===== src/rtpv_pkg.sv =====
// rtpv_pkg: shared types, constants and register codes for the rigid transform block
// used by every module of rigid_transform_point_vector; no dependencies

package rtpv_pkg;

  localparam int COORD_W          = 32;
  localparam int MAT_W            = 16;
  localparam int MATRIX_FRAC_BITS = 14;
  localparam int ROW_W            = 3 * MAT_W;
  localparam int A_W              = COORD_W + 1;
  localparam int PROD_W           = MAT_W + A_W;
  localparam int ACC_W            = PROD_W + 2;
  localparam int ROT_W            = ACC_W - MATRIX_FRAC_BITS;
  localparam int POST_W           = ROT_W + 1;
  localparam int FIFO_DEPTH       = 4;
  localparam int FIFO_AW          = $clog2(FIFO_DEPTH);
  localparam int CFG_IDX_W        = 3;

  localparam logic [MAT_W-1:0] MAT_ONE = MAT_W'(1) << MATRIX_FRAC_BITS;

  typedef enum logic [1:0] {
    OP_FWD_POINT = 2'd0,
    OP_FWD_VEC   = 2'd1,
    OP_INV_POINT = 2'd2,
    OP_INV_VEC   = 2'd3
  } rtpv_op_t;

  localparam logic [CFG_IDX_W-1:0] REG_ROT_ROW0    = 3'd0;
  localparam logic [CFG_IDX_W-1:0] REG_ROT_ROW1    = 3'd1;
  localparam logic [CFG_IDX_W-1:0] REG_ROT_ROW2    = 3'd2;
  localparam logic [CFG_IDX_W-1:0] REG_BEAM_OFFSET = 3'd3;
  localparam logic [CFG_IDX_W-1:0] REG_TARGET_X    = 3'd4;
  localparam logic [CFG_IDX_W-1:0] REG_TARGET_Y    = 3'd5;
  localparam logic [CFG_IDX_W-1:0] REG_TARGET_Z    = 3'd6;

  typedef logic signed [COORD_W-1:0] coord_t;
  typedef logic signed [A_W-1:0]     acoord_t;

  typedef struct packed {
    logic [2:0][ROW_W-1:0]   rot;
    logic [COORD_W-1:0]      zb;
    logic [2:0][COORD_W-1:0] tgt;
  } rtpv_cfg_t;

  typedef struct packed {
    rtpv_op_t            op;
    logic [2:0][A_W-1:0] a;
  } rtpv_item_t;

endpackage


===== src/rtpv_cfg.sv =====
// rtpv_cfg: configuration register file (rotation rows, beam offset, target point)
// depends on rtpv_pkg

module rtpv_cfg (
  input  logic                          clk,
  input  logic                          rst_n,
  input  logic                          cfg_valid,
  output logic                          cfg_ready,
  input  logic [rtpv_pkg::CFG_IDX_W-1:0] cfg_index,
  input  logic [rtpv_pkg::ROW_W-1:0]    cfg_data,
  output rtpv_pkg::rtpv_cfg_t           cfg_o
);
  import rtpv_pkg::*;

  rtpv_cfg_t cfg_r;

  assign cfg_ready = 1'b1;
  assign cfg_o     = cfg_r;

  always_ff @(posedge clk) begin
    if (!rst_n) begin
      cfg_r.rot[0] <= {{(2*MAT_W){1'b0}}, MAT_ONE};
      cfg_r.rot[1] <= {{MAT_W{1'b0}}, MAT_ONE, {MAT_W{1'b0}}};
      cfg_r.rot[2] <= {MAT_ONE, {(2*MAT_W){1'b0}}};
      cfg_r.zb     <= '0;
      cfg_r.tgt    <= '0;
    end else if (cfg_valid) begin
      unique case (cfg_index)
        REG_ROT_ROW0:    cfg_r.rot[0] <= cfg_data;
        REG_ROT_ROW1:    cfg_r.rot[1] <= cfg_data;
        REG_ROT_ROW2:    cfg_r.rot[2] <= cfg_data;
        REG_BEAM_OFFSET: cfg_r.zb     <= cfg_data[COORD_W-1:0];
        REG_TARGET_X:    cfg_r.tgt[0] <= cfg_data[COORD_W-1:0];
        REG_TARGET_Y:    cfg_r.tgt[1] <= cfg_data[COORD_W-1:0];
        REG_TARGET_Z:    cfg_r.tgt[2] <= cfg_data[COORD_W-1:0];
        default: ;
      endcase
    end
  end

endmodule


===== config.mk =====
export PLATFORM = sky130hd
export DESIGN_NAME = rtpv_cfg
export DESIGN_NICKNAME = d
export VERILOG_FILES = /design/src/rtpv_pkg.sv /design/src/rtpv_cfg.sv
export SDC_FILE = /design/constraint.sdc
export NUM_CORES = 1
export LEC_CHECK = 0
export BUFFER_PORTS_ARGS = -buffer_cell sky130_fd_sc_hd__clkbuf_2
export CAP_MARGIN = 10
export CELL_PAD_IN_SITES_DETAIL_PLACEMENT = 1
export CELL_PAD_IN_SITES_GLOBAL_PLACEMENT = 1
export CORE_MARGIN = 2
export CORE_UTILIZATION = 35
export CTS_BUF_LIST = sky130_fd_sc_hd__clkbuf_2 sky130_fd_sc_hd__clkbuf_4 sky130_fd_sc_hd__clkbuf_8
export CTS_CLUSTER_SIZE = 16
export DETAILED_ROUTE_END_ITERATION = 8
export HOLD_SLACK_MARGIN = 0.15
export PLACE_DENSITY_LB_ADDON = 0.05
export SYNTH_ARGS = -nofsm -noshare
export SYNTH_HDL_FRONTEND = slang
export SYNTH_SLANG_ARGS = --single-unit

===== constraint.sdc =====
create_clock -name clk -period 1.3 [get_ports clk]
set_input_delay 0 -clock clk [delete_from_list [all_inputs] [get_ports clk]]
set_output_delay 0 -clock clk [all_outputs]
set_load 0.005 [all_outputs]

### After elaboration in Yosys (flattened, before gate mapping)

Index checks and enable logic that the tools add are counted.

| storage, ports and cells | value |
|---|---|
| flip-flop bits (word level) | 272 |

| cells by class | value |
|---|---|
| equality and inequality tests | 6 |
| reductions and logical operators | 8 |

Operators with widths:

| cell | number |
|---|---|
| $reduce_and 2->1 | 7 |
| $eq 3x3->1 const B | 3 |
| $eq 3x2->1 const B | 2 |
| $eq 3x1->1 const B | 1 |
| $logic_not 3->1 | 1 |

### Depth between registers and ports, before layout

| logic depth | value |
|---|---|
| depth in word-level cells | 2 |
| depth in mapped cells | 6 |

### Worst setup path after synthesis

OpenSTA, ideal clock, no wires.

| timing path | value |
|---|---|
| kind | input port to flip-flop |
| start | in cfg_index[1] in the netlist's numbering |
| end | reg cfg_r, in the netlist cfg_o[141] |
| stages | 5 |
| path buffers | 3 |
| data arrival time | 0.981 ns |
| setup slack | 0.247 ns |
| data required time | 1.228 ns |
| library setup time | 0.072 ns |
| cells stage by stage | buf_2 -> nor4b_4 -> buf_6 -> buf_8 -> mux2i_1 |

| between the ends | value |
|---|---|
| word-level cells in the longest chain between the ends | 2 |

Ends and longest elaborated chain:

| item | line | RTL |
|---|---|---|
| start: declaration | rtpv_cfg.sv:9 | `input logic [rtpv_pkg::CFG_IDX_W-1:0] cfg_index,` |
| $logic_not 3->1 | rtpv_cfg.sv:28 | `unique case (cfg_index)` |
| $reduce_and 2->1 (no line) | - |  |
| end: declaration | rtpv_cfg.sv:15 | `rtpv_cfg_t cfg_r;` |

No other way between the ends.
A chain may end at the register's enable or synchronous reset.

==> reports/qor.yml <==
fp.dieH_microns: 172
max_freq_mhz: 828
syn_inst: 947
grt_usage_pct: 22.3
critPathArrivalTime_ns: 1.67
clk_root_buffer_cell: "clkbuf_8"
insertedDiodeCount: 0
end_kind: "flip-flop"
die_w_microns: 172
p_leak_nw: 7.55
clk_pin_slew_worst_paths_ns: 0.06
cp_max_fo: 2
cts_tree: "yes"
rsz0062_at_grt: "no"
drive_gt1_share_pct: 31.1
min_period_ns: 1.21
yosysWarnings: 0
io_buffers: 325
clock_latency_ns: 0.54
clock_path_buffers: 3
post_cts_buffers: 0
num_vias: 8440
ir_drop_v: 0.000645
synthDistinctLibCells: 15
synthToLayoutAreaGrowth_pct: 47.5
ys_seq_area_share_pct: 55.2
dieArea_sq_mm: 0.0296
cts_sinks: 272
fin_setup_tns_ns: 0
hpwlAfterDp_microns: 21300
place_ws_ns: 0.0578
drv_slew: 0
start_util_pct: 35.5
viasPerCell: 4.62
grt_max_degree: 33
ioPinCount: 327
ys_seq_elements: 272
cap_viol_max_count: 0
numCtsBuffers: 47
finClkSkew_ns: 0
wl_microns: 33300
htree_levels: 2
crit_required_ns: 1.76
hold_viol_final: 0
max_slew_margin_pct: 52.1
largest_register_ff_count: 272
nets: 1465
grt_pass1_wl_microns: 51000
rows: 61
worstHoldPathType: "in -> reg"
syn_area_sq_mm: 0.00987
wl_per_cell_microns: 18.2
core_area_sq_mm: 0.0278
gp_congestion: 0.758
timing.final.crit_share_pct: 92.9
worst_pin_slew_ns: 0.718
final_core_util_pct: 52.4
p_per_area_mw_per_mm2: 1290
cp-start-kind: "flip-flop"
outcome: "completed"
crit_type: "reg -> reg"
first_global_vias: 8968
drtAntennaViolNets: 0
antenna_found_initial: 0
fin_hold_ws_ns: 0.177
setup_ws_ns: 0.0923
synthesis.nets: 1001
syn_area_per_cell_sq_um: 10.4
setup-violations-final: 0
drtIter0Drc: 246
drc: 0
drt-pass1-iter-count: 4
grt.overflow.total: 0
[routing by layer]
| layer | vias to the layer above | part of all wire (%) | global-route usage [%] | routed length (microns) |
|---|---|---|---|---|
| met4 | 0 | 2.5 | 6.65 | 818 |
| li1 | 4051 | - | - | - |
| met2 | 242 | 49 | 39.9 | 16400 |
| met5 | - | 0 | 0 | 0 |
| met3 | 47 | 7.0 | 6.68 | 2330 |
| met1 | 4100 | 41 | 25.8 | 13800 |
[stage by stage]
step	std cells	power (mW)	cell area [sq um]
floorplan	947	9.39	9870
detailed placement	1611	10.0	12100
CTS	1825	19.0	14500
global placement	1611	9.98	12100
global route	1826	19.6	14600
finish	1826	18.8	14600
[cell families after synthesis]
group                  share of synthesized area (%)
and+or+nand+nor                                 13.4
DFF                                             55.2
other                                         0.0380
muxes                                           27.6
buffers and inverters                           3.80
[cell usage after synthesis]
cell type / number / share of area (%)
dfxtp_1: 272 / 55
mux2i_1: 272 / 28
buf_1: 2 / 0.076
buf_8: 2 / 0.30
nor2b_1: 6 / 0.38
nand2_1: 317 / 12
conb_1: 1 / 0.038
nor4b_4: 1 / 0.24
buf_6: 5 / 0.57
clkbuf_1: 31 / 1.2
buf_4: 4 / 0.30
nand4bb_1: 3 / 0.34
nand4b_1: 3 / 0.27
buf_2: 27 / 1.4
nor4bb_1: 1 / 0.10
[area by class of cell]
cell class                      instances  area (sq um)
Clock buffer                           85          1100
Tap cell                              378           473
Clock inverter                          1          5.00
Sequential cell                       272          5450
Timing Repair Buffer                  486          3420
Fill cell                            3206         13200
Multi-Input combinational cell        604          4110
[path summary, 6_finish.rpt]
| path | startpoint | endpoint | slack, ns | depth (start not counted) |
|---|---|---|---|---|
| hold reg to reg | cfg_o[5] | cfg_o[5] | 0.46 | 2 |
| setup / recovery | cfg_o[54] | cfg_o[54] | 0.09 | 3 |
| setup reg to reg | cfg_o[54] | cfg_o[54] | 0.09 | 3 |
| hold / removal | cfg_index[2] | cfg_o[15] | 0.18 | 4 |
[power breakdown]
| part | leakage [nW] | switching, mW | internal [mW] |
|---|---|---|---|
| registers | 2.20 | 0.0996 | 8.52 |
| logic | 4.76 | 0.748 | 0.670 |
| clock network | 0.587 | 3.49 | 5.27 |
[cells in the final DEF (no fill, tap or decap)]
master          instances
buf_8                   1
clkinv_2                1
nor2b_1                 6
buf_4                  14
buf_12                 20
nand4bb_4               3
conb_1                  1
dfxtp_1               272
nand4b_1                3
clkbuf_4               11
clkbuf_8               74
nor4bb_4                1
dlygate4sd3_1         124
nor4b_4                 1
nand2_1               317
mux2i_1               272
clkbuf_2              324
dlymetal6s4s_1          3
[worst max-delay path, stage by stage (launching register included)]
cell and delay [ns]:
dfxtp_1 0.35, nand2_1 0.05, dlygate4sd3_1 0.57, mux2i_1 0.17
[timing repair]
| item | CTS | global route |
|---|---|---|
| hold buffers | 128 | 3 |
| gates resized for setup | 0 | 3 |
| setup endpoints to repair | 0 | 40 |
| endpoints found under the hold margin | 272 | 16 |
Power figures use the tool's default switching activity.
