[config.mk]
export PLATFORM = sky130hd
export DESIGN_NAME = rtpv_front
export DESIGN_NICKNAME = d
export VERILOG_FILES = /design/src/rtpv_pkg.sv /design/src/rtpv_front.sv
export SDC_FILE = /design/constraint.sdc
export NUM_CORES = 1
export LEC_CHECK = 0
export ABC_AREA = 1
export BUFFER_PORTS_ARGS = -buffer_cell sky130_fd_sc_hd__buf_2
export CORE_AREA = 2 2 183 185
export CTS_CLUSTER_SIZE = 16
export DETAILED_ROUTE_END_ITERATION = 6
export DIE_AREA = 0 0 185 187
export PLACE_DENSITY = 0.79
export SYNTH_ARGS = -nofsm -noshare
export SYNTH_HDL_FRONTEND = slang
export SYNTH_SLANG_ARGS = --single-unit
[constraint.sdc]
create_clock -name clk -period 8.4 [get_ports clk]
set_clock_uncertainty 0.2 [all_clocks]
set_input_delay 2.1 -clock clk [delete_from_list [all_inputs] [get_ports clk]]
set_output_delay 2.1 -clock clk [all_outputs]
set_load 0.03 [all_outputs]
[src/rtpv_pkg.sv]
// rtpv_pkg: shared types, constants and register codes for the rigid transform block
// used by every module of rigid_transform_point_vector; no dependencies

package rtpv_pkg;

  localparam int COORD_W          = 32;
  localparam int MAT_W            = 16;
  localparam int MATRIX_FRAC_BITS = 14;
  localparam int ROW_W            = 3 * MAT_W;
  localparam int A_W              = COORD_W + 1;
  localparam int PROD_W           = MAT_W + A_W;
  localparam int ACC_W            = PROD_W + 2;
  localparam int ROT_W            = ACC_W - MATRIX_FRAC_BITS;
  localparam int POST_W           = ROT_W + 1;
  localparam int FIFO_DEPTH       = 4;
  localparam int FIFO_AW          = $clog2(FIFO_DEPTH);
  localparam int CFG_IDX_W        = 3;

  localparam logic [MAT_W-1:0] MAT_ONE = MAT_W'(1) << MATRIX_FRAC_BITS;

  typedef enum logic [1:0] {
    OP_FWD_POINT = 2'd0,
    OP_FWD_VEC   = 2'd1,
    OP_INV_POINT = 2'd2,
    OP_INV_VEC   = 2'd3
  } rtpv_op_t;

  localparam logic [CFG_IDX_W-1:0] REG_ROT_ROW0    = 3'd0;
  localparam logic [CFG_IDX_W-1:0] REG_ROT_ROW1    = 3'd1;
  localparam logic [CFG_IDX_W-1:0] REG_ROT_ROW2    = 3'd2;
  localparam logic [CFG_IDX_W-1:0] REG_BEAM_OFFSET = 3'd3;
  localparam logic [CFG_IDX_W-1:0] REG_TARGET_X    = 3'd4;
  localparam logic [CFG_IDX_W-1:0] REG_TARGET_Y    = 3'd5;
  localparam logic [CFG_IDX_W-1:0] REG_TARGET_Z    = 3'd6;

  typedef logic signed [COORD_W-1:0] coord_t;
  typedef logic signed [A_W-1:0]     acoord_t;

  typedef struct packed {
    logic [2:0][ROW_W-1:0]   rot;
    logic [COORD_W-1:0]      zb;
    logic [2:0][COORD_W-1:0] tgt;
  } rtpv_cfg_t;

  typedef struct packed {
    rtpv_op_t            op;
    logic [2:0][A_W-1:0] a;
  } rtpv_item_t;

endpackage

[src/rtpv_front.sv]
// rtpv_front: accepts requests, decodes the mode and forms the pre-rotation vector
// depends on rtpv_pkg

module rtpv_front (
  input  logic                     clk,
  input  logic                     rst_n,
  input  logic                     in_valid,
  output logic                     in_ready,
  input  logic [1:0]               in_op,
  input  logic [3*rtpv_pkg::COORD_W-1:0] in_data,
  input  rtpv_pkg::rtpv_cfg_t      cfg_i,
  output logic                     push,
  output rtpv_pkg::rtpv_item_t     push_item,
  input  logic                     full
);
  import rtpv_pkg::*;

  logic       valid_r;
  rtpv_item_t item_r;
  rtpv_item_t item_nxt;
  acoord_t    qx, qy, qz, zb;
  acoord_t    tx, ty, tz;

  assign push      = valid_r && !full;
  assign push_item = item_r;
  assign in_ready  = !valid_r || !full;

  always_comb begin
    qx = A_W'($signed(in_data[COORD_W-1:0]));
    qy = A_W'($signed(in_data[2*COORD_W-1:COORD_W]));
    qz = A_W'($signed(in_data[3*COORD_W-1:2*COORD_W]));
    zb = A_W'($signed(cfg_i.zb));
    tx = A_W'($signed(cfg_i.tgt[0]));
    ty = A_W'($signed(cfg_i.tgt[1]));
    tz = A_W'($signed(cfg_i.tgt[2]));
    item_nxt.op = rtpv_op_t'(in_op);
    unique case (rtpv_op_t'(in_op))
      OP_FWD_POINT: begin
        item_nxt.a[0] = -qx;
        item_nxt.a[1] = -qy;
        item_nxt.a[2] = zb - qz;
      end
      OP_FWD_VEC: begin
        item_nxt.a[0] = -qx;
        item_nxt.a[1] = -qy;
        item_nxt.a[2] = -qz;
      end
      OP_INV_POINT: begin
        item_nxt.a[0] = qx - tx;
        item_nxt.a[1] = qy - ty;
        item_nxt.a[2] = qz - tz;
      end
      default: begin
        item_nxt.a[0] = qx;
        item_nxt.a[1] = qy;
        item_nxt.a[2] = qz;
      end
    endcase
  end

  always_ff @(posedge clk) begin
    if (!rst_n) begin
      valid_r <= 1'b0;
    end else if (in_ready) begin
      valid_r <= in_valid;
    end
  end

  always_ff @(posedge clk) begin
    if (in_ready && in_valid) begin
      item_r <= item_nxt;
    end
  end

endmodule

# Yosys cells after proc, flatten, opt, wreduce, memory -nomap -nowiden
# Cells that the tools add are included.
# word_totals
reg_bits	102
word_cells	21
output_inout_bits	103
in_bits	374
# op_classes
n_eq_ne	2
n_mux	1
n_reduce_logical	6
n_addsub	7
# ops
operator	n
case mux 99 bit (3 select lines)	1
subtractor 32 x 32 -> 33 bit	4
negator 32 -> 33 bit	3
== test 2 x 1 -> 1 bit, second input constant	1
== test 2 bit, second input constant	1
logical AND 1 bit	2
logical NOT 1 bit	2
logical NOT 2 bit	1
logical OR 1 bit	1

# Depth between registers and ports, before layout
# Gate-level depths: netlist (run 1).
# depth
ltp_word	3
depth_mapped	15

# Worst setup path after synthesis (run 1)
# No wires, ideal clock.
# synth_path
path_kind	input to register
startpoint	in in_valid
endpoint	reg item_r (netlist bit push_item[0]), enable pin
slack_ns	0.594
stages	2
arrival_time_ns	7.012
setup_ns	0.594
path_cell_list	inv_1 a21oi_1
# synth_between
elab_chain_cells	1
# synth_rtl
element	line	source
from (decl)	rtpv_front.sv:7	input logic in_valid,
logical AND 1 bit	rtpv_front.sv:70	if (in_ready && in_valid) begin
to (signal assigned)	rtpv_front.sv:71	item_r <= item_nxt;
to (decl)	rtpv_front.sv:19	rtpv_item_t item_r;
# Every way passes these cells.
# A chain may end at the register's enable or synchronous reset.

# Final worst setup path (run 1)
# layout_path
startpoint	in full
endpoint	out push
# layout_between
elab_chain_cells	2
# layout_rtl
element	line	source
from (decl)	rtpv_front.sv:14	input logic full
logical NOT 1 bit	rtpv_front.sv:24	assign push = valid_r && !full;
logical AND 1 bit	rtpv_front.sv:24	
to (decl)	rtpv_front.sv:12	output logic push,
# Every way passes these cells.

==> impl_results.md, run 1 <==
- Number of global-route vias before repair: 19.0k
- Crit-path max FO: 3
- FF+latch area: 3050 um^2
- CTS Hold Bufs: 0
- Max-Slew Margin vs Limit: 21.6%
- Setup crit end kind: primary output
- Clk sink count: 102
- Crit Reg-Reg Endpoint: push_item[91]
- Fin crit share: 58.4%
- Peak Freq: 204 MHz
- Initial antenna violation count: 8
- Syn Std Cell Area: 16700 um^2
- Status: complete, but fails checks
- R2R cell count: 2
- Fin nets: 3783
- Clock buffer depth: 2
- Fin crit period: 4900 ps
- Max-slew violations: 0
- Max-cap violation count: 0
- Crit Path Class: in -> out
- Cells on Worst Hold Path: 2
- Remaining antenna violation count: 0
- Final GP Congestion: 1.01
- Io pins: 477
- Die area: 34600 um^2
- Gr usage total: 37.5%
- Total number of yosys warnings: 0
- Share of the synthesized area in the top cell type: 22.4%
- Worst r2r src: valid_r
- Critical Path Slowest Stage Cell: buf_2
- Die Span Y: 187 um
- Nature of the critical path startpoint: primary input
- Worst path max stage delay: 220 ps
- Total Wirelength: 65900 um
- R2r setup slk: 5710 ps
- Min-delay src: valid_r
- Largest net degree at the start of global routing: 74
- Worst Setup Slack, final: 3500 ps
- Layout cells sized above 1: 13.1%
- Placement Setup Slack: 3480 ps
- WP data arrival: 2600 ps
- Footprint of the multi-input gates: 11400 um^2
- HP Class: reg -> reg
- Power per cell area: 115 nW/um^2
- Layout fillers: 3444
- Largest area contributor in the netlist: nand2_1
- Area added between synthesis and finish: 14.9%
- CTS tree: yes
- Peak supply drop: 0.000100 V
- # setup viols final: 0
- Synth Flop Type: edfxtp_1
- Sequential fraction of the synthesis area: 18.3%
- Placed Cells: 3711
- Postcts setup bufs: 0
- DR vias/cell: 5.53
- Max H-tree Level: 3
- Core Util, Final: 58.2%
- CTS clock-pin slew for the worst setup and hold paths: 80 ps
- Core area: 32900 um^2
- Worst path most repeated cell: buf_2
- Initial drt markers: 2071
- CP cell instances: buf_2, nor2_1, buf_2
- Top post-synthesis cells by area: nand2_1, edfxtp_1, inv_1
- Starting Density: 50.7%
- DR vias: 20.6k
- DRT Pass-1 Iters: 7
- Synth Net Count: 3465
- Hold Path Sink: valid_r
- Die W: 185 um
- Crit path max-delay family: buffers and inverters
- Setup TNS: 0 ps
- First-pass GRT wire length: 101000 um
- Buf+Inv Stages, Crit Path: 2
- Synth Area per Inst: 5.63 um^2
- Root Buffer: clkbuf_16
- Mapped Cells: 2956
- Netlist cell types: 51
- DP HPWL: 54800 um
- I/O Buffers: 332
- Slew @ Worst Pin: 1170 ps
- Clock latency on the worst-skew pair: 370 ps
- Hold Vio Cnt, Final: 0
- Failing checks: design-rule violations
- Num CTS Buffers: 9
- Flops & latches, synth: 102
- Lkg Pwr: 10.6 nW
- Total grt overflow: 0
- DR WL/cell: 17.6 um
- # rows: 67
- RSZ-0062 raised after global routing: false
- Crit path required time: 6100 ps
- Ys async rst share: 0%
- Number of enable flip-flop cells after synthesis: 101
- Post-CTS sizing: 0
- Layout Cells excl Fill: 3732
- Drt drc: 19
## kinds of logic after synthesis
logic type               synth area share [%]
AO/OA/AOI/OAI                            12.3
XOR/XNOR                                0.684
adder cells (fa/ha/maj)                  10.3
buffers and inverters                    13.6
flip-flops                               18.3
AND/OR/NAND/NOR                          44.7
## layer usage
| layer | vias up | global-route usage [%] | routed length [um] |
|---|---|---|---|
| li1 | 10100 | - | - |
| met1 | 9256 | 48.5 | 26900 |
| met2 | 1067 | 61.3 | 29400 |
| met3 | 167 | 6.29 | 6570 |
| met4 | 10 | 16.1 | 2990 |
| met5 | - | 0 | 51 |
## metrics by stage
stage / power, mW / hold WS (ps) / area [um^2]
2_1_floorplan: 1.36 / 505 / 16700
3_3_place_gp: 1.70 / 322 / 18800
3_5_place_dp: 1.71 / 355 / 18800
4_1_cts: 2.18 / 364 / 19100
5_1_grt: 2.33 / 389 / 19100
6_report: 2.20 / 361 / 19100
## how the worst max path moves through the flow
stage,from,to,slack [ps],cells after the start
after global placement,in_op[1],push_item[70],3490,9
final,full,push,3500,3
after detailed placement,full,push,3480,3
after global routing,full,push,3470,3
after floorplan,in_valid,push_item[0],590,2
after CTS,full,push,3480,3
## cell usage after synthesis (all sizes together) (5+ instances only)
master,number
o21ai,122
o21a,5
a31oi,5
o21bai,15
a21boi,10
xor2,7
ha,131
a21o,6
o221ai,9
nor2,303
nor4,5
xnor2,6
nand3b,30
buf,17
a21oi,166
inv,564
nand2,1002
nor3,37
o211ai,13
or2,21
edfxtp,101
nand4,57
o31ai,5
clkbuf,17
nand3,278
## cell type report
cell class	instances	share of cell area, %
multi-input combinational	2256	59.3
sequential	102	16.0
inverter	564	11.1
timing repair buffer	341	9.04
tap	448	2.93
clock buffer	10	1.25
clock inverter	6	0.347
antenna	5	0.0654
## where the power goes
group / total (mW) / switching (mW) / leakage [nW] / internal (mW)
Combinational: 1.09 / 0.751 / 9.49 / 0.337
Clock: 0.474 / 0.232 / 0.154 / 0.243
Sequential: 0.641 / 0.0179 / 0.991 / 0.623
Total: 2.20 / 1.00 / 10.6 / 1.20
## worst reg2reg max path: cells and delay by family (launching register included)
kind            cells  cell delay, ps
flops               1             350
buf+inv             1             860
compound gates      1             780
## state kept, by name (all words and copies together) (netlist names)
register   flops
push_item    101
valid_r        1
## layout by cell type, fill, tap and decap left out, types with 8 or more instances in the layout
| cell type | n |
|---|---|
| nand2_1 | 995 |
| or2_2 | 19 |
| edfxtp_1 | 101 |
| inv_2 | 12 |
| a21oi_1 | 165 |
| nor2_2 | 8 |
| o211ai_1 | 13 |
| nor2_4 | 10 |
| o221ai_1 | 9 |
| nor3_1 | 34 |
| o21ai_0 | 116 |
| nand3b_1 | 30 |
| nand4_1 | 55 |
| clkbuf_16 | 9 |
| ha_1 | 131 |
| a21boi_0 | 10 |
| nand3_1 | 270 |
| o21bai_1 | 15 |
| buf_2 | 332 |
| nor2_1 | 285 |
| buf_4 | 9 |
| inv_1 | 552 |
No activity file was read; power rests on OpenSTA's default activity.
==> run 2: changes to the inputs <==
Clock period 8.4 ns to 4.8 ns, I/O delays scaled along.
==> impl_results.md, run 2 (synthesis results as in run 1) <==
- Commonest cells after routing, fill and taps aside: nand2_1, inv_1, buf_2
- Die Span Y: 187 um (unchanged)
- First-pass GRT wire length: 101000 um (-0.40%)
- Starting Density: 50.7% (unchanged)
- Worst Setup Slack, final: 1320 ps (-2180 ps)
- DR vias: 20.6k (+0.073%)
- # rows: 67 (unchanged)
- CTS tree: yes
- Gr usage total: 37.3% (-0.13 points)
- Num CTS Buffers: 9 (unchanged)
- CTS Hold Bufs: 0 (unchanged)
- Number of global-route vias before repair: 18.9k (-0.40%)
- Drt drc: 1 (-18)
- Met1 Wirelength: 26800 um (-0.16%)
- Power per cell area: 200 nW/um^2 (+74%)
- Die area: 34600 um^2 (unchanged)
- Initial drt markers: 1922 (-7.2%)
- Fin crit share: 72.5%
- DRT Pass-1 Iters: 7 (unchanged)
- Nature of the critical path startpoint: primary input
- Placement Setup Slack: 1000 ps (-2480 ps)
- Fin crit period: 3480 ps
- I/O Buffers: 332 (unchanged)
- Layout fillers: 3488 (+1.3%)
- Area post-placement: 18800 um^2 (+0.11%)
- Die W: 185 um (unchanged)
- Fin nets: 3784 (+0.026%)
- RSZ-0062 raised after global routing: false
- Layout cells sized above 1: 13.1% (about the same)
- Crit-path max FO: 4 (+1)
- Core area: 32900 um^2 (unchanged)
- Setup crit end kind: register
- Lkg Pwr: 10.6 nW (about the same)
- Final instance area: 19200 um^2 (+0.14%)
- # setup viols final: 0 (unchanged)
- Initial antenna violation count: 10 (+2)
- Post-CTS sizing: 0 (unchanged)
- Core Util, Final: 58.3% (+0.080 points)
- Uppermost layer routed: met5
- Crit Path Class: in -> reg
- Final GP Congestion: 1.01 (-0.20%)
- Clock buffer depth: 2 (unchanged)
- Met3 routed WL: 6670 um (+1.5%)
- Max-slew violations: 0 (unchanged)
- Remaining antenna violation count: 0 (unchanged)
- Clk sink count: 102 (unchanged)
- Max reg flops: 101 (unchanged)
- Commonest non-fill, non-tap cell in the layout: nand2_1
- Postcts setup bufs: 0 (unchanged)
- Largest net degree at the start of global routing: 102 (+38%)
- Worst path most repeated cell: nand2_1
- Total grt overflow: 0 (unchanged)
- Worst path max stage delay: 360 ps (+140 ps)
- Clock latency on the worst-skew pair: 360 ps (about the same)
- Peak supply drop: 0.000194 V (+94%)
- DR WL/cell: 17.6 um (about the same)
- Setup TNS: 0 ps (unchanged)
- Fin Hold WS: 396 ps (+35.0 ps)
- CTS clock-pin slew for the worst setup and hold paths: 80 ps (about the same)
- WP data arrival: 3400 ps (+800 ps)
- Max-cap violation count: 0 (unchanged)
- Failing checks: design-rule violations
- Area added between synthesis and finish: 15.0%
- Hold Vio Cnt, Final: 0 (unchanged)
- Crit path required time: 4720 ps (-1380 ps)
- DP HPWL: 54800 um (about the same)
- HP Class: reg -> reg
- Root Buffer: clkbuf_16
- DR vias/cell: 5.53 (about the same)
- Total Wirelength: 65900 um (about the same)
- Slew @ Worst Pin: 732 ps (-442 ps)
- Critical Path Slowest Stage Cell: fa_1
- Max-Slew Margin vs Limit: 51.2% (+30 points)
- WL met2: 29000 um (-1.3%)
- Max H-tree Level: 3 (unchanged)
- CP cell instances: buf_2, inv_1, ha_1, fa_1, inv_1, nand2_1, a21oi_1, nand2_1, nand3_1, nand2_1, nand2_1, nand2_1, nand3_1, nand2_1, inv_1, nand3_1
- Status: complete, but fails checks
- Io pins: 477 (unchanged)
- Peak Freq: 287 MHz
==> run 2: through the flow <==
stage                     instances  power [mW]
after global routing           3732        4.08
final                          3735        3.84
after global placement         3712        2.97
after CTS                      3728        3.81
after detailed placement       3712        3.00
after floorplan                2956        2.38
==> run 2: final timing paths <==
kind                from       endpoint  slack, ps  cells after the start
max          in_data[64]  push_item[86]       1320                     16
min reg2reg      valid_r        valid_r        400                      2
max reg2reg      valid_r  push_item[87]       3200                      2
min              valid_r        valid_r        400                      2
==> run 2: routing by layer <==
metal  track usage (%)  vias to the layer above
met2              59.8                     1128
met4              17.8                        8
met3              6.13                      180
met1              48.8                     9189
met5                 0                        -
li1                  -                    10100
==> run 2: cell type report <==
cell class,instances,area [um^2],share of cell area [%]
multi-input cells,2256,11400,59.3
clock inverters,7,81.3,0.425
repair buffers,342,1750,9.13
well taps,448,561,2.93
clock buffers,9,225,1.18
inverters,564,2120,11.1
flip-flops and latches,102,3050,15.9
diodes,7,17.5,0.0914
==> run 2: critical path: cells and delay by family <==
kind / cells / cell delay, ps
AND/OR/NAND/NOR: 9 / 880
adder cells (fa/ha/maj): 2 / 600
AO/OA/AOI/OAI: 1 / 300
buffers and inverters: 4 / 410
==> run 2: power breakdown <==
group | internal, mW | switching (mW)
Clock | 0.415 | 0.401
Sequential | 1.09 | 0.0305
Combinational | 0.591 | 1.31
Total | 2.09 | 1.75
