File: src/rtpv_pkg.sv
// rtpv_pkg: shared types, constants and register codes for the rigid transform block
// used by every module of rigid_transform_point_vector; no dependencies

package rtpv_pkg;

  localparam int COORD_W          = 32;
  localparam int MAT_W            = 16;
  localparam int MATRIX_FRAC_BITS = 14;
  localparam int ROW_W            = 3 * MAT_W;
  localparam int A_W              = COORD_W + 1;
  localparam int PROD_W           = MAT_W + A_W;
  localparam int ACC_W            = PROD_W + 2;
  localparam int ROT_W            = ACC_W - MATRIX_FRAC_BITS;
  localparam int POST_W           = ROT_W + 1;
  localparam int FIFO_DEPTH       = 4;
  localparam int FIFO_AW          = $clog2(FIFO_DEPTH);
  localparam int CFG_IDX_W        = 3;

  localparam logic [MAT_W-1:0] MAT_ONE = MAT_W'(1) << MATRIX_FRAC_BITS;

  typedef enum logic [1:0] {
    OP_FWD_POINT = 2'd0,
    OP_FWD_VEC   = 2'd1,
    OP_INV_POINT = 2'd2,
    OP_INV_VEC   = 2'd3
  } rtpv_op_t;

  localparam logic [CFG_IDX_W-1:0] REG_ROT_ROW0    = 3'd0;
  localparam logic [CFG_IDX_W-1:0] REG_ROT_ROW1    = 3'd1;
  localparam logic [CFG_IDX_W-1:0] REG_ROT_ROW2    = 3'd2;
  localparam logic [CFG_IDX_W-1:0] REG_BEAM_OFFSET = 3'd3;
  localparam logic [CFG_IDX_W-1:0] REG_TARGET_X    = 3'd4;
  localparam logic [CFG_IDX_W-1:0] REG_TARGET_Y    = 3'd5;
  localparam logic [CFG_IDX_W-1:0] REG_TARGET_Z    = 3'd6;

  typedef logic signed [COORD_W-1:0] coord_t;
  typedef logic signed [A_W-1:0]     acoord_t;

  typedef struct packed {
    logic [2:0][ROW_W-1:0]   rot;
    logic [COORD_W-1:0]      zb;
    logic [2:0][COORD_W-1:0] tgt;
  } rtpv_cfg_t;

  typedef struct packed {
    rtpv_op_t            op;
    logic [2:0][A_W-1:0] a;
  } rtpv_item_t;

endpackage

File: src/rtpv_fifo.sv
// rtpv_fifo: short request queue between the front and back sections
// depends on rtpv_pkg

module rtpv_fifo (
  input  logic                 clk,
  input  logic                 rst_n,
  input  logic                 push,
  input  rtpv_pkg::rtpv_item_t push_item,
  output logic                 full,
  input  logic                 pop,
  output logic                 empty,
  output rtpv_pkg::rtpv_item_t head
);
  import rtpv_pkg::*;

  rtpv_item_t             mem [FIFO_DEPTH];
  logic [FIFO_AW-1:0]     wptr_r, rptr_r;
  logic [FIFO_AW:0]       count_r;

  assign full  = (count_r == (FIFO_AW+1)'(FIFO_DEPTH));
  assign empty = (count_r == '0);
  assign head  = mem[rptr_r];

  always_ff @(posedge clk) begin
    if (!rst_n) begin
      wptr_r  <= '0;
      rptr_r  <= '0;
      count_r <= '0;
    end else begin
      if (push) wptr_r <= wptr_r + 1'b1;
      if (pop)  rptr_r <= rptr_r + 1'b1;
      unique case ({push, pop})
        2'b10:   count_r <= count_r + 1'b1;
        2'b01:   count_r <= count_r - 1'b1;
        default: count_r <= count_r;
      endcase
    end
  end

  always_ff @(posedge clk) begin
    if (push) begin
      mem[wptr_r] <= push_item;
    end
  end

endmodule

File: config.mk
export PLATFORM = sky130hd
export DESIGN_NAME = rtpv_fifo
export DESIGN_NICKNAME = d
export VERILOG_FILES = /design/src/rtpv_pkg.sv /design/src/rtpv_fifo.sv
export SDC_FILE = /design/constraint.sdc
export NUM_CORES = 1
export LEC_CHECK = 0
export ABC_AREA = 1
export BUFFER_PORTS_ARGS = -buffer_cell sky130_fd_sc_hd__buf_4
export CORE_MARGIN = 2
export CORE_UTILIZATION = 45
export CTS_CLUSTER_SIZE = 12
export DETAILED_ROUTE_END_ITERATION = 12
export MAX_ROUTING_LAYER = met4
export PLACE_DENSITY = 0.69
export SLEW_MARGIN = 5
export SYNTH_ARGS = -nofsm -noshare
export SYNTH_HDL_FRONTEND = slang
export SYNTH_SLANG_ARGS = --single-unit
File: constraint.sdc
create_clock -name clk -period 3.4 [get_ports clk]
set_input_delay 0.68 -clock clk [delete_from_list [all_inputs] [get_ports clk]]
set_output_delay 0.68 -clock clk [all_outputs]
set_load 0.005 [all_outputs]
# [After elaboration in Yosys (flattened, before gate mapping)]
# Memory sizes are Yosys's and may differ from the RTL's. A register that Yosys moved wholly into a read port is not among the register bits.
# Cells that the tools add are included.
[totals] word_cells=18 ramBits=404 n_memories=1 reg_bits=7 inputBits=105 out_inout_bits=103
[mem_list] memory="mem" words=4 width=101 rd=1 rd_ports_with_merged_regs=1 wr=1 line="rtpv_fifo.sv:16" source="rtpv_item_t mem [FIFO_DEPTH];"
[op_classes] mux=5 n_addsub=4 reduce_logical=2 n_eq_ne=3
[ops] operator="$pmux W3 S2" count=1
[ops] operator="$add A2 B1 Y2 const B" count=2
[ops] operator="$mux W2" count=2
[ops] operator="$add A3 B1 Y3 const B" count=1
[ops] operator="$eq A3 B3 Y1 const B" count=1
[ops] operator="$logic_not A3 Y1" count=1
[ops] operator="$sub A3 B1 Y3 const B" count=1
[ops] operator="$eq A2 B1 Y1 const B" count=1
[ops] operator="$eq A2 B2 Y1 const B" count=1
[ops] operator="$mux W1" count=2
[ops] operator="$reduce_bool A2 Y1" count=1

# [Longest topological paths before layout]
# Gate-level depths: netlist of the first run.
[depth] depth_word=3 depth_mapped=10 mapped_depth_nobuf=10

# [Least setup slack after synthesis of the first run]
# OpenSTA, ideal clock, no wires.
[synth_path] path_type="input to register" from="input push" to="memory mem[2][0] (netlist name), enable pin" setup_ns=0.454 arrival_time_ns=2.664 required_ns=2.946 slack_ns=0.281 n_path_buf=0 cell_stages=2 path_cell_list="nand2_1 > inv_1"
[synth_via] elab_chain_len=2
[synth_rtl] element="start, declared" line="rtpv_fifo.sv:7" source="input logic push,"
[synth_rtl] element="$mux W1" line="rtpv_fifo.sv:41" source="if (push) begin"
[synth_rtl] element="$mux W1 (not written as such)" line="rtpv_fifo.sv:42" source="mem[wptr_r] <= push_item;"
[synth_rtl] element="end, declared" line="rtpv_fifo.sv:16"
# Every way passes these cells.

==> results of run 1 <==
-- through the flow --
step                       util  area [sq um]  power, mW  instances
after floorplan               -         16200       6.64       1034
final                     0.547         19400       11.5       1727
after detailed placement  0.510         18100       7.21       1655
after global routing      0.547         19400       11.9       1727
after global placement    0.510         18100       7.18       1655
after CTS                 0.547         19400       11.6       1725
-- worst register-to-register path: cells and delay by family, from the launching register on --
family | cells | cell delay (ps)
adder cells (fa/ha/maj) | 1 | 160
buffers and inverters | 3 | 930
flip-flops | 1 | 330
AND/OR/NAND/NOR | 1 | 80
-- registers in the layout, indices dropped and copies added, names as in the netlist, named ones only --
name and cells:
mem 404, count_r 3, wptr_r 2, rptr_r 2
-- path summary, 6_finish.rpt --
check | slack, ps | to
hold / removal | 350 | mem[3][15]
setup reg to reg | 1520 | mem[2][92]
hold reg to reg | 430 | register
setup / recovery | 480 | head[93]
-- cells in the mapped netlist --
library cell,number
sky130_fd_sc_hd__inv_2,2
sky130_fd_sc_hd__a21oi_1,5
sky130_fd_sc_hd__ha_1,5
sky130_fd_sc_hd__fa_1,1
sky130_fd_sc_hd__nand4_1,1
sky130_fd_sc_hd__o21ai_0,126
sky130_fd_sc_hd__clkbuf_1,12
sky130_fd_sc_hd__buf_6,11
sky130_fd_sc_hd__nor2_1,125
sky130_fd_sc_hd__o22ai_2,80
sky130_fd_sc_hd__buf_4,3
sky130_fd_sc_hd__o21ai_1,82
sky130_fd_sc_hd__buf_12,9
sky130_fd_sc_hd__buf_2,31
sky130_fd_sc_hd__nand2_1,9
sky130_fd_sc_hd__dfxtp_1,9
sky130_fd_sc_hd__nor3_1,2
sky130_fd_sc_hd__edfxtp_1,404
sky130_fd_sc_hd__nor2_2,80
sky130_fd_sc_hd__nand3_1,1
sky130_fd_sc_hd__o22ai_1,21
sky130_fd_sc_hd__inv_1,15
-- area by class of cell --
class                      count  area (sq um)
timing repair buffer         226          1820
tap                          461           577
antenna                        2          5.00
sequential                   413         12300
inverter                      17          80.1
clock inverter                11          97.6
clock buffer                  59          1210
multi-input combinational    538          3310
fill                        2846         16100
-- cells by family after synthesis --
group,count (synthesis)
AOI/OAI and AO/OA,314
and+or+nand+nor,218
buffers and inverters,83
adders and majority gates,6
DFF,413
-- layer usage --
metal / vias up / track usage / wire, microns
met5: - / - / 0
met4: 0 / 0.0495 / 686
li1: 4317 / - / -
met3: 54 / 0.0337 / 1770
met2: 232 / 0.304 / 16600
met1: 4617 / 0.244 / 15100
-- report_power, final --
| group | internal (mW) | switching, mW | total, mW |
|---|---|---|---|
| combinational | 0.519 | 0.681 | 1.20 |
| sequential | 5.82 | 0.0569 | 5.88 |
| clock | 2.61 | 1.79 | 4.40 |
| total | 8.95 | 2.53 | 11.5 |
==> impl_metrics.env, run 1 <==
export IMPL_routed_via_count=9220
export IMPL_grt_setup_unrepaired="false"
export IMPL_path_delay_family="buffers and inverters"
export IMPL_maximum_number_of_pins_on_one_net_before_global_route_repair=150
export IMPL_hpwlAfterDp_mm=18.9
export IMPL_grt_pass1_vias=9358
export IMPL_worst_path_max_delay_cell="sky130_fd_sc_hd__buf_12"
export IMPL_postSynthAreaPerCell_sq_um=15.7
export IMPL_worst_hold_slack_ps=347
export IMPL_final_weighted_congestion_in_routability_driven_placement=0.721
export IMPL_initial_util=0.457
export IMPL_power_density_mw_per_mm2=591
export IMPL_post_synthesis_instance_area_sq_mm=0.0162
export IMPL_layout_area_overhead_vs_synth_pct=19.8
export IMPL_worstSetupStartpointType="register"
export IMPL_design_portCount=208
export IMPL_ys_ff_latch=413
export IMPL_required_ps=2720
export IMPL_drt_iter0_drc=582
export IMPL_yosysWarnings=0
export IMPL_postCtsHoldBufs=0
export IMPL_die_width_microns=194
export IMPL_slew_viol_final=0
export IMPL_htreeDepth=2
export IMPL_post_route_period_util=0.860
export IMPL_post_synthesis_adder_cell_area_fraction=0.00509
export IMPL_number_of_distinct_library_cell_variants_in_the_gate_level_netlist_after_synthesis=22
export IMPL_place_port_buffers=207
export IMPL_clock_sinks=413
export IMPL_crit_type="reg -> out"
export IMPL_grt_util_all_layers=0.187
export IMPL_hold_violations=0
export IMPL_die_area_sq_mm=0.0376
export IMPL_syn_instance_count=1034
export IMPL_drc=0
export IMPL_relSlewSlack=0.481
export IMPL_drtPass1Iterations=4
export IMPL_synth_top_cells_by_area="sky130_fd_sc_hd__edfxtp_1 (75%), sky130_fd_sc_hd__o22ai_2 (6.2%), sky130_fd_sc_hd__o21ai_0 (3.9%)"
export IMPL_sequential_cell_area_fraction_in_the_yosys_report=0.760
export IMPL_grt_first_pass_wirelength_mm=53.2
export IMPL_skew_ps=13.1
export IMPL_worstHoldPathType="in -> reg"
export IMPL_die_height_microns=194
export IMPL_gr_total_overflow=0
export IMPL_rr_startpoint="wptr_r[0]"
export IMPL_synth_top_family_by_area="compound AO/OA/AOI/OAI gates"
export IMPL_tightestPinTransition_ps=778
export IMPL_final_common_cell="sky130_fd_sc_hd__edfxtp_1"
export IMPL_layout_cells_sized_above_1=0.354
export IMPL_crit_arrival_ps=2240
export IMPL_setup_ws_ps=477
export IMPL_layout_cells_most_common_list="sky130_fd_sc_hd__edfxtp_1 (404), sky130_fd_sc_hd__buf_4 (216), sky130_fd_sc_hd__o21ai_0 (126), sky130_fd_sc_hd__nor2_1 (125), sky130_fd_sc_hd__o21ai_1 (82)"
export IMPL_final_net_count=1350
export IMPL_clkLatencyLatePin_ps=530
export IMPL_min_period_ps=2920
export IMPL_critPathMaxStageDelay_ps=580
export IMPL_placeableCoreArea_sq_mm=0.0355
export IMPL_placementRows=69
export IMPL_power_leakage_nw=6.72
export IMPL_synth_simple_gate_area_frac=0.0632
export IMPL_post_dr_wirelength_cell_microns=19.8
export IMPL_holdCritStartpoint="push_item[15]"
export IMPL_ant_nets=0
export IMPL_crit_path_cell_trace="buf_12 -> o21ai_0 -> o22ai_1 -> buf_4"
export IMPL_vias_per_cell=5.34
export IMPL_share_of_the_synthesized_area_in_compound_gates_ao_oa_aoi_oai=0.136
export IMPL_wl_mm=34.2
export IMPL_detailedPlace_worstSlack_ps=998
export IMPL_cp_end_kind="output port"
export IMPL_cts_setup_buffers=0
export IMPL_mappedNetlistNets=1145
export IMPL_cts_clock_pin_slew_for_the_worst_setup_and_hold_paths_ps=60
export IMPL_run_status="finished clean"
export IMPL_tritoncts="yes"
export IMPL_cts_root_to_sink_buffers=3
export IMPL_yosys_area_share_xor_xnor=0
export IMPL_r2r_cells=5
export IMPL_cts_inserted_buffers=43
export IMPL_setup_violations_final=0
export IMPL_critical_path_cell_count=4
export IMPL_post_synth_mux_area_share=0
export IMPL_worst_ir_drop_vdd_mv=0.342
export IMPL_max_fanout_on_critical_path=149
export IMPL_synth_top_cell_area_share=0.748
export IMPL_antenna_found_initial=2
export IMPL_sum_of_negative_setup_slack_ps=0
export IMPL_synth_area_leader_cell="sky130_fd_sc_hd__edfxtp_1"
export IMPL_ctsRootBufferMaster="sky130_fd_sc_hd__clkbuf_16"
export IMPL_achievable_frequency_mhz=342
export IMPL_drv_cap=0
export IMPL_whs_path_depth=1
export IMPL_cp_buffers_inverters=2
export IMPL_post_cts_resize_count=0
(Power assumes the default switching activity.)
==> run 2: changes to the inputs <==
--- a/config.mk
+++ b/config.mk
@@ -9,11 +9,11 @@
 export BUFFER_PORTS_ARGS = -buffer_cell sky130_fd_sc_hd__buf_4
 export CORE_MARGIN = 2
 export CORE_UTILIZATION = 45
-export CTS_CLUSTER_SIZE = 12
+export CTS_CLUSTER_SIZE = 24
 export DETAILED_ROUTE_END_ITERATION = 12
 export MAX_ROUTING_LAYER = met4
-export PLACE_DENSITY = 0.69
-export SLEW_MARGIN = 5
+export PLACE_DENSITY = 0.71
+export SLEW_MARGIN = 20
 export SYNTH_ARGS = -nofsm -noshare
 export SYNTH_HDL_FRONTEND = slang
 export SYNTH_SLANG_ARGS = --single-unit
==> constraint.sdc (replaced) <==
create_clock -name clk -period 2.5 [get_ports clk]
set_input_delay 0.5 -clock clk [delete_from_list [all_inputs] [get_ports clk]]
set_output_delay 0.5 -clock clk [all_outputs]
set_load 0.005 [all_outputs]
==> run 2 against run 1 <==
Compared with the run above: worst setup slack got worse by 390 ps; count of clock-buffer cells in the layout down 2; cell area grew 1.4%; power is 35% higher; via count down 0.20%; flip-flop and latch count did not move; sequential power grew 36%; hold slack worse by 190 ps; first-iteration DRC count down 27%; combinational power rose by 43%; cell count is 0.69% higher; critical path type unchanged; critical endpoint is now head[0]; largest cell class unchanged; largest power group unchanged.
==> impl_metrics.env, run 2 (synthesis results as in run 1) <==
export IMPL_die_area_sq_mm=0.0376
export IMPL_cts_clock_pin_slew_for_the_worst_setup_and_hold_paths_ps=60
export IMPL_post_route_period_util=0.966
export IMPL_power_density_mw_per_mm2=789
export IMPL_path_delay_family="flip-flops"
export IMPL_hpwlAfterDp_mm=18.7
export IMPL_final_common_cell="sky130_fd_sc_hd__edfxtp_1"
export IMPL_layout_area_overhead_vs_synth_pct=21.5
export IMPL_largest_register="mem"
export IMPL_detailedPlace_worstSlack_ps=514
export IMPL_hold_violations=0
export IMPL_maximum_number_of_pins_on_one_net_before_global_route_repair=63
export IMPL_tightestPinTransition_ps=472
export IMPL_crit_arrival_ps=1920
export IMPL_cp_end_kind="output port"
export IMPL_placementRows=69
export IMPL_drv_cap=0
export IMPL_reg_largest_list="mem (404), count_r (3)"
export IMPL_final_weighted_congestion_in_routability_driven_placement=0.695
export IMPL_gr_total_overflow=0
export IMPL_worstHoldPathType="in -> reg"
export IMPL_drtPass1Iterations=4
export IMPL_required_ps=2000
export IMPL_place_port_buffers=207
export IMPL_postCtsHoldBufs=0
export IMPL_worst_hold_slack_ps=160
export IMPL_wl_mm=34.9
export IMPL_grt_first_pass_wirelength_mm=53.2
export IMPL_worstSetupStartpointType="register"
export IMPL_setup_ws_ps=84.3
export IMPL_crit_type="reg -> out"
export IMPL_critPathMaxStageDelay_ps=510
export IMPL_final_net_count=1358
export IMPL_layout_cell_area_non_filler_sq_mm=0.0197
export IMPL_initial_util=0.457
export IMPL_design_portCount=208
export IMPL_clkLatencyLatePin_ps=530
export IMPL_cp_buffers_inverters=2
export IMPL_drt_iter0_drc=426
export IMPL_run_status="finished clean"
export IMPL_tritoncts="yes"
export IMPL_antenna_found_initial=1
export IMPL_grt_setup_unrepaired="true"
export IMPL_min_period_ps=2420
export IMPL_crit_path_cell_trace="buf_16 -> o21ai_0 -> o22ai_1 -> buf_4"
export IMPL_routed_via_count=9202
export IMPL_clock_sinks=413
export IMPL_worst_ir_drop_vdd_mv=0.587
export IMPL_ctsRootBufferMaster="sky130_fd_sc_hd__clkbuf_16"
export IMPL_power_leakage_nw=6.82
export IMPL_htreeDepth=2
export IMPL_die_height_microns=194
export IMPL_power_mw=15.5
export IMPL_grt_pass1_vias=9325
export IMPL_skew_ps=18.0
export IMPL_achievable_frequency_mhz=414
export IMPL_placeableCoreArea_sq_mm=0.0355
export IMPL_max_fanout_on_critical_path=53
export IMPL_drc=0
export IMPL_layout_cells_most_common_list="sky130_fd_sc_hd__edfxtp_1 (404), sky130_fd_sc_hd__buf_4 (212), sky130_fd_sc_hd__o21ai_0 (126), sky130_fd_sc_hd__nor2_1 (125), sky130_fd_sc_hd__o21ai_1 (82)"
export IMPL_setup_violations_final=0
export IMPL_vias_per_cell=5.29
export IMPL_relSlewSlack=0.685
export IMPL_cts_inserted_buffers=42
export IMPL_ant_nets=0
export IMPL_slew_viol_final=0
export IMPL_worst_path_max_delay_cell="sky130_fd_sc_hd__dfxtp_4"
export IMPL_placed_cells=1657
export IMPL_largest_register_ff_count=404
export IMPL_layout_cells_non_filler=1739
export IMPL_post_dr_wirelength_cell_microns=20.0
export IMPL_utilization=0.555
export IMPL_grt_util_all_layers=0.187
export IMPL_cts_root_to_sink_buffers=3
export IMPL_layout_cells_sized_above_1=0.365
export IMPL_sum_of_negative_setup_slack_ps=0
export IMPL_die_width_microns=194
export IMPL_dpl_instance_area_sq_mm=0.0182
run 2: cell types whose count changed in the layout (fill, tap and decap cells not counted), sizes merged:
cell | previous run | this run
bufinv | 2 | 1
inv | 16 | 12
bufbuf | 0 | 1
clkinv | 10 | 16
diode | 2 | 1
buf | 226 | 232
clkinvlp | 0 | 5
run 2: area by class of cell:
| type | instances | area [sq um] |
|---|---|---|
| well taps | 461 | 577 |
| clock buffers | 57 | 1180 |
| fillers | 2798 | 15800 |
| flip-flops and latches | 413 | 12300 |
| inverters | 17 | 87.6 |
| repair buffers | 235 | 2110 |
| clock inverters | 17 | 105 |
| diodes | 1 | 2.50 |
| multi-input cells | 538 | 3310 |
run 2: power breakdown:
| part | switching (mW) | total (mW) | leakage [nW] | internal (mW) |
|---|---|---|---|---|
| combinational | 0.938 | 1.71 | 2.40 | 0.772 |
| sequential | 0.0901 | 8.01 | 3.79 | 7.92 |
| clock | 2.43 | 5.83 | 0.634 | 3.40 |
run 2: repair_timing:
| item | in CTS | in global routing |
|---|---|---|
| buffers inserted | 4 | 0 |
| pin swaps | 0 | 0 |
| resized for setup | 4 | 5 |
| gates cloned | 1 | 2 |
| setup endpoints to repair | 28 | 34 |
run 2: path summary, 6_finish.rpt:
path / start / to / slack [ps] / cells after the start
max: register / head[0] / 80 / 4
min: push_item[55] / mem[0][55] / 160 / 1
max reg2reg: wptr_r[0] / mem[0][39] / 740 / 5
min reg2reg: rptr_r[1] / register / 440 / 1
run 2: worst reg2reg max path: cells and delay by family, from the launching register on:
family                     cells  cell delay, ps
buffers and inverters          3             820
and+or+nand+nor                1              70
DFF                            1             340
adders and majority gates      1             200
run 2: metal layers:
layer	up-vias	routed length, microns	global-route usage
li1	4343	-	-
met1	4585	15000	0.241
met2	227	16900	0.296
met3	47	2360	0.0478
met4	0	591	0.0483
met5	-	0	-
==> run 3: changes to the inputs <==
--- a/config.mk
+++ b/config.mk
@@ -13,6 +13,7 @@
 export DETAILED_ROUTE_END_ITERATION = 12
 export MAX_ROUTING_LAYER = met4
 export PLACE_DENSITY = 0.71
+export SKIP_LAST_GASP = 1
 export SLEW_MARGIN = 20
 export SYNTH_ARGS = -nofsm -noshare
 export SYNTH_HDL_FRONTEND = slang
==> constraint.sdc (replaced) <==
create_clock -name clk -period 2.5 [get_ports clk]
set_input_delay 0.5 -clock clk [delete_from_list [all_inputs] [get_ports clk]]
set_output_delay 0.5 -clock clk [all_outputs]
set_load 0.01 [all_outputs]
==> run 3 against run 2 <==
Compared with the run above: critical path depth increased by 2; critical path type unchanged; combinational power increased by 9%; hold slack got worse by 11 ps; core utilization rose by 0.57 points; routed wire length grew 2.6%; sequential power is essentially flat; critical endpoint is now head[33].
==> impl_metrics.env, run 3 (synthesis results as in run 1) <==
export IMPL_hold_violations=0
export IMPL_worst_ir_drop_vdd_mv=0.621
export IMPL_vias_per_cell=5.34
export IMPL_post_dr_wirelength_cell_microns=20.4
export IMPL_maximum_number_of_pins_on_one_net_before_global_route_repair=97
export IMPL_worstSetupStartpointType="register"
export IMPL_cts_inserted_buffers=43
export IMPL_die_area_sq_mm=0.0376
export IMPL_largest_register="mem"
export IMPL_largest_register_ff_count=404
export IMPL_layout_cells_sized_above_1=0.372
export IMPL_min_period_ps=2440
export IMPL_setup_violations_final=0
export IMPL_grt_setup_unrepaired="true"
export IMPL_final_common_cell="sky130_fd_sc_hd__edfxtp_1"
export IMPL_die_width_microns=194
export IMPL_antenna_found_initial=1
export IMPL_crit_type="reg -> out"
export IMPL_final_net_count=1366
export IMPL_clkLatencyLatePin_ps=540
export IMPL_placeableCoreArea_sq_mm=0.0355
export IMPL_dpl_instance_area_sq_mm=0.0182
export IMPL_layout_cells_non_filler=1751
export IMPL_reg_largest_list="mem (404), count_r (3)"
export IMPL_cp_end_kind="output port"
export IMPL_cts_root_to_sink_buffers=3
export IMPL_grt_pass1_vias=9453
export IMPL_post_route_period_util=0.975
export IMPL_drv_cap=0
export IMPL_tightestPinTransition_ps=469
export IMPL_max_fanout_on_critical_path=36
export IMPL_grt_met3_usage=0.0463
export IMPL_skew_ps=6.49
export IMPL_drtPass1Iterations=5
export IMPL_die_height_microns=194
export IMPL_grt_util_all_layers=0.184
export IMPL_busiest_layer="met2"
export IMPL_initial_util=0.457
export IMPL_grt_first_pass_wirelength_mm=52.2
export IMPL_grt_met2_usage=0.295
export IMPL_power_leakage_nw=6.92
export IMPL_tritoncts="yes"
export IMPL_ctsRootBufferMaster="sky130_fd_sc_hd__clkbuf_16"
export IMPL_postCtsHoldBufs=0
export IMPL_run_status="finished clean"
export IMPL_achievable_frequency_mhz=410
export IMPL_crit_arrival_ps=1940
export IMPL_power_density_mw_per_mm2=806
export IMPL_cts_clock_pin_slew_for_the_worst_setup_and_hold_paths_ps=60
export IMPL_placementRows=69
export IMPL_grt_use_met1=0.228
export IMPL_relSlewSlack=0.686
export IMPL_layout_area_overhead_vs_synth_pct=22.8
export IMPL_gr_total_overflow=0
export IMPL_slew_viol_final=0
export IMPL_place_port_buffers=207
export IMPL_routed_via_count=9348
export IMPL_worstHoldPathType="in -> reg"
export IMPL_required_ps=2000
export IMPL_layout_cell_area_non_filler_sq_mm=0.0199
export IMPL_layout_cells_most_common_list="sky130_fd_sc_hd__edfxtp_1 (404), sky130_fd_sc_hd__buf_4 (213), sky130_fd_sc_hd__nor2_1 (125), sky130_fd_sc_hd__o21ai_0 (124), sky130_fd_sc_hd__o21ai_1 (82)"
export IMPL_drt_iter0_drc=648
export IMPL_final_weighted_congestion_in_routability_driven_placement=0.700
export IMPL_design_portCount=208
export IMPL_clock_sinks=413
export IMPL_ant_nets=0
export IMPL_htreeDepth=2
export IMPL_hpwlAfterDp_mm=19.0
export IMPL_wl_mm=35.8
export IMPL_placed_cells=1660
export IMPL_drc=0
run 3: layout make-up:
class / count / area [sq um]
fillers: 2755 / 15600
flip-flops and latches: 413 / 12300
multi-input cells: 538 / 3320
repair buffers: 241 / 2180
clock buffers: 55 / 1160
well taps: 461 / 577
clock inverters: 24 / 214
inverters: 17 / 106
repair inverters: 1 / 11.3
diodes: 1 / 2.50
run 3: through the flow:
| step | setup slack (ps) | power (mW) | TNS (ps) | hold slack (ps) | util |
|---|---|---|---|---|---|
| after floorplan | 1.07 | 9.12 | 0 | 412 | - |
| after global placement | 533 | 9.87 | 0 | 421 | 0.513 |
| after detailed placement | 486 | 9.92 | 0 | 425 | 0.513 |
| after CTS | -78.7 | 16.1 | -662 | 114 | 0.552 |
| after global routing | -58.2 | 16.6 | -287 | 122 | 0.561 |
| final | 61.6 | 16.0 | 0 | 149 | 0.561 |
run 3: where the power goes:
group / switching [mW] / total (mW) / internal [mW] / leakage, nW
registers: 0.0811 / 8.00 / 7.92 / 3.79
logic: 1.06 / 1.86 / 0.794 / 2.45
clock network: 2.48 / 6.18 / 3.70 / 0.683
run 3: path summary, 6_finish.rpt:
kind            startpoint          to  slack [ps]  cells past startpoint
min          push_item[17]  mem[3][17]         150                      1
max reg2reg      wptr_r[0]  mem[0][91]         770                      5
max               register    head[33]          60                      6
min reg2reg      rptr_r[1]    register         430                      1
run 3: routing by layer:
metal	wire (microns)	vias to the layer above
met5	0	-
met4	731	0
met3	2480	56
met2	17400	296
met1	15100	4628
li1	-	4368
run 3: what timing repair did:
action                                  4_1_cts  5_1_grt
endpoints found under the setup margin       68       90
setup buffers                                 0        2
cloned                                        0        9
gates resized for setup                       2       17
run 3: critical path, cell delays in order (launching register included):
cell and delay (ps):
sky130_fd_sc_hd__dfxtp_4 420, sky130_fd_sc_hd__buf_12 160, sky130_fd_sc_hd__clkinv_16 140, sky130_fd_sc_hd__buf_16 210
sky130_fd_sc_hd__o21ai_1 180, sky130_fd_sc_hd__o22ai_2 90, sky130_fd_sc_hd__buf_4 150
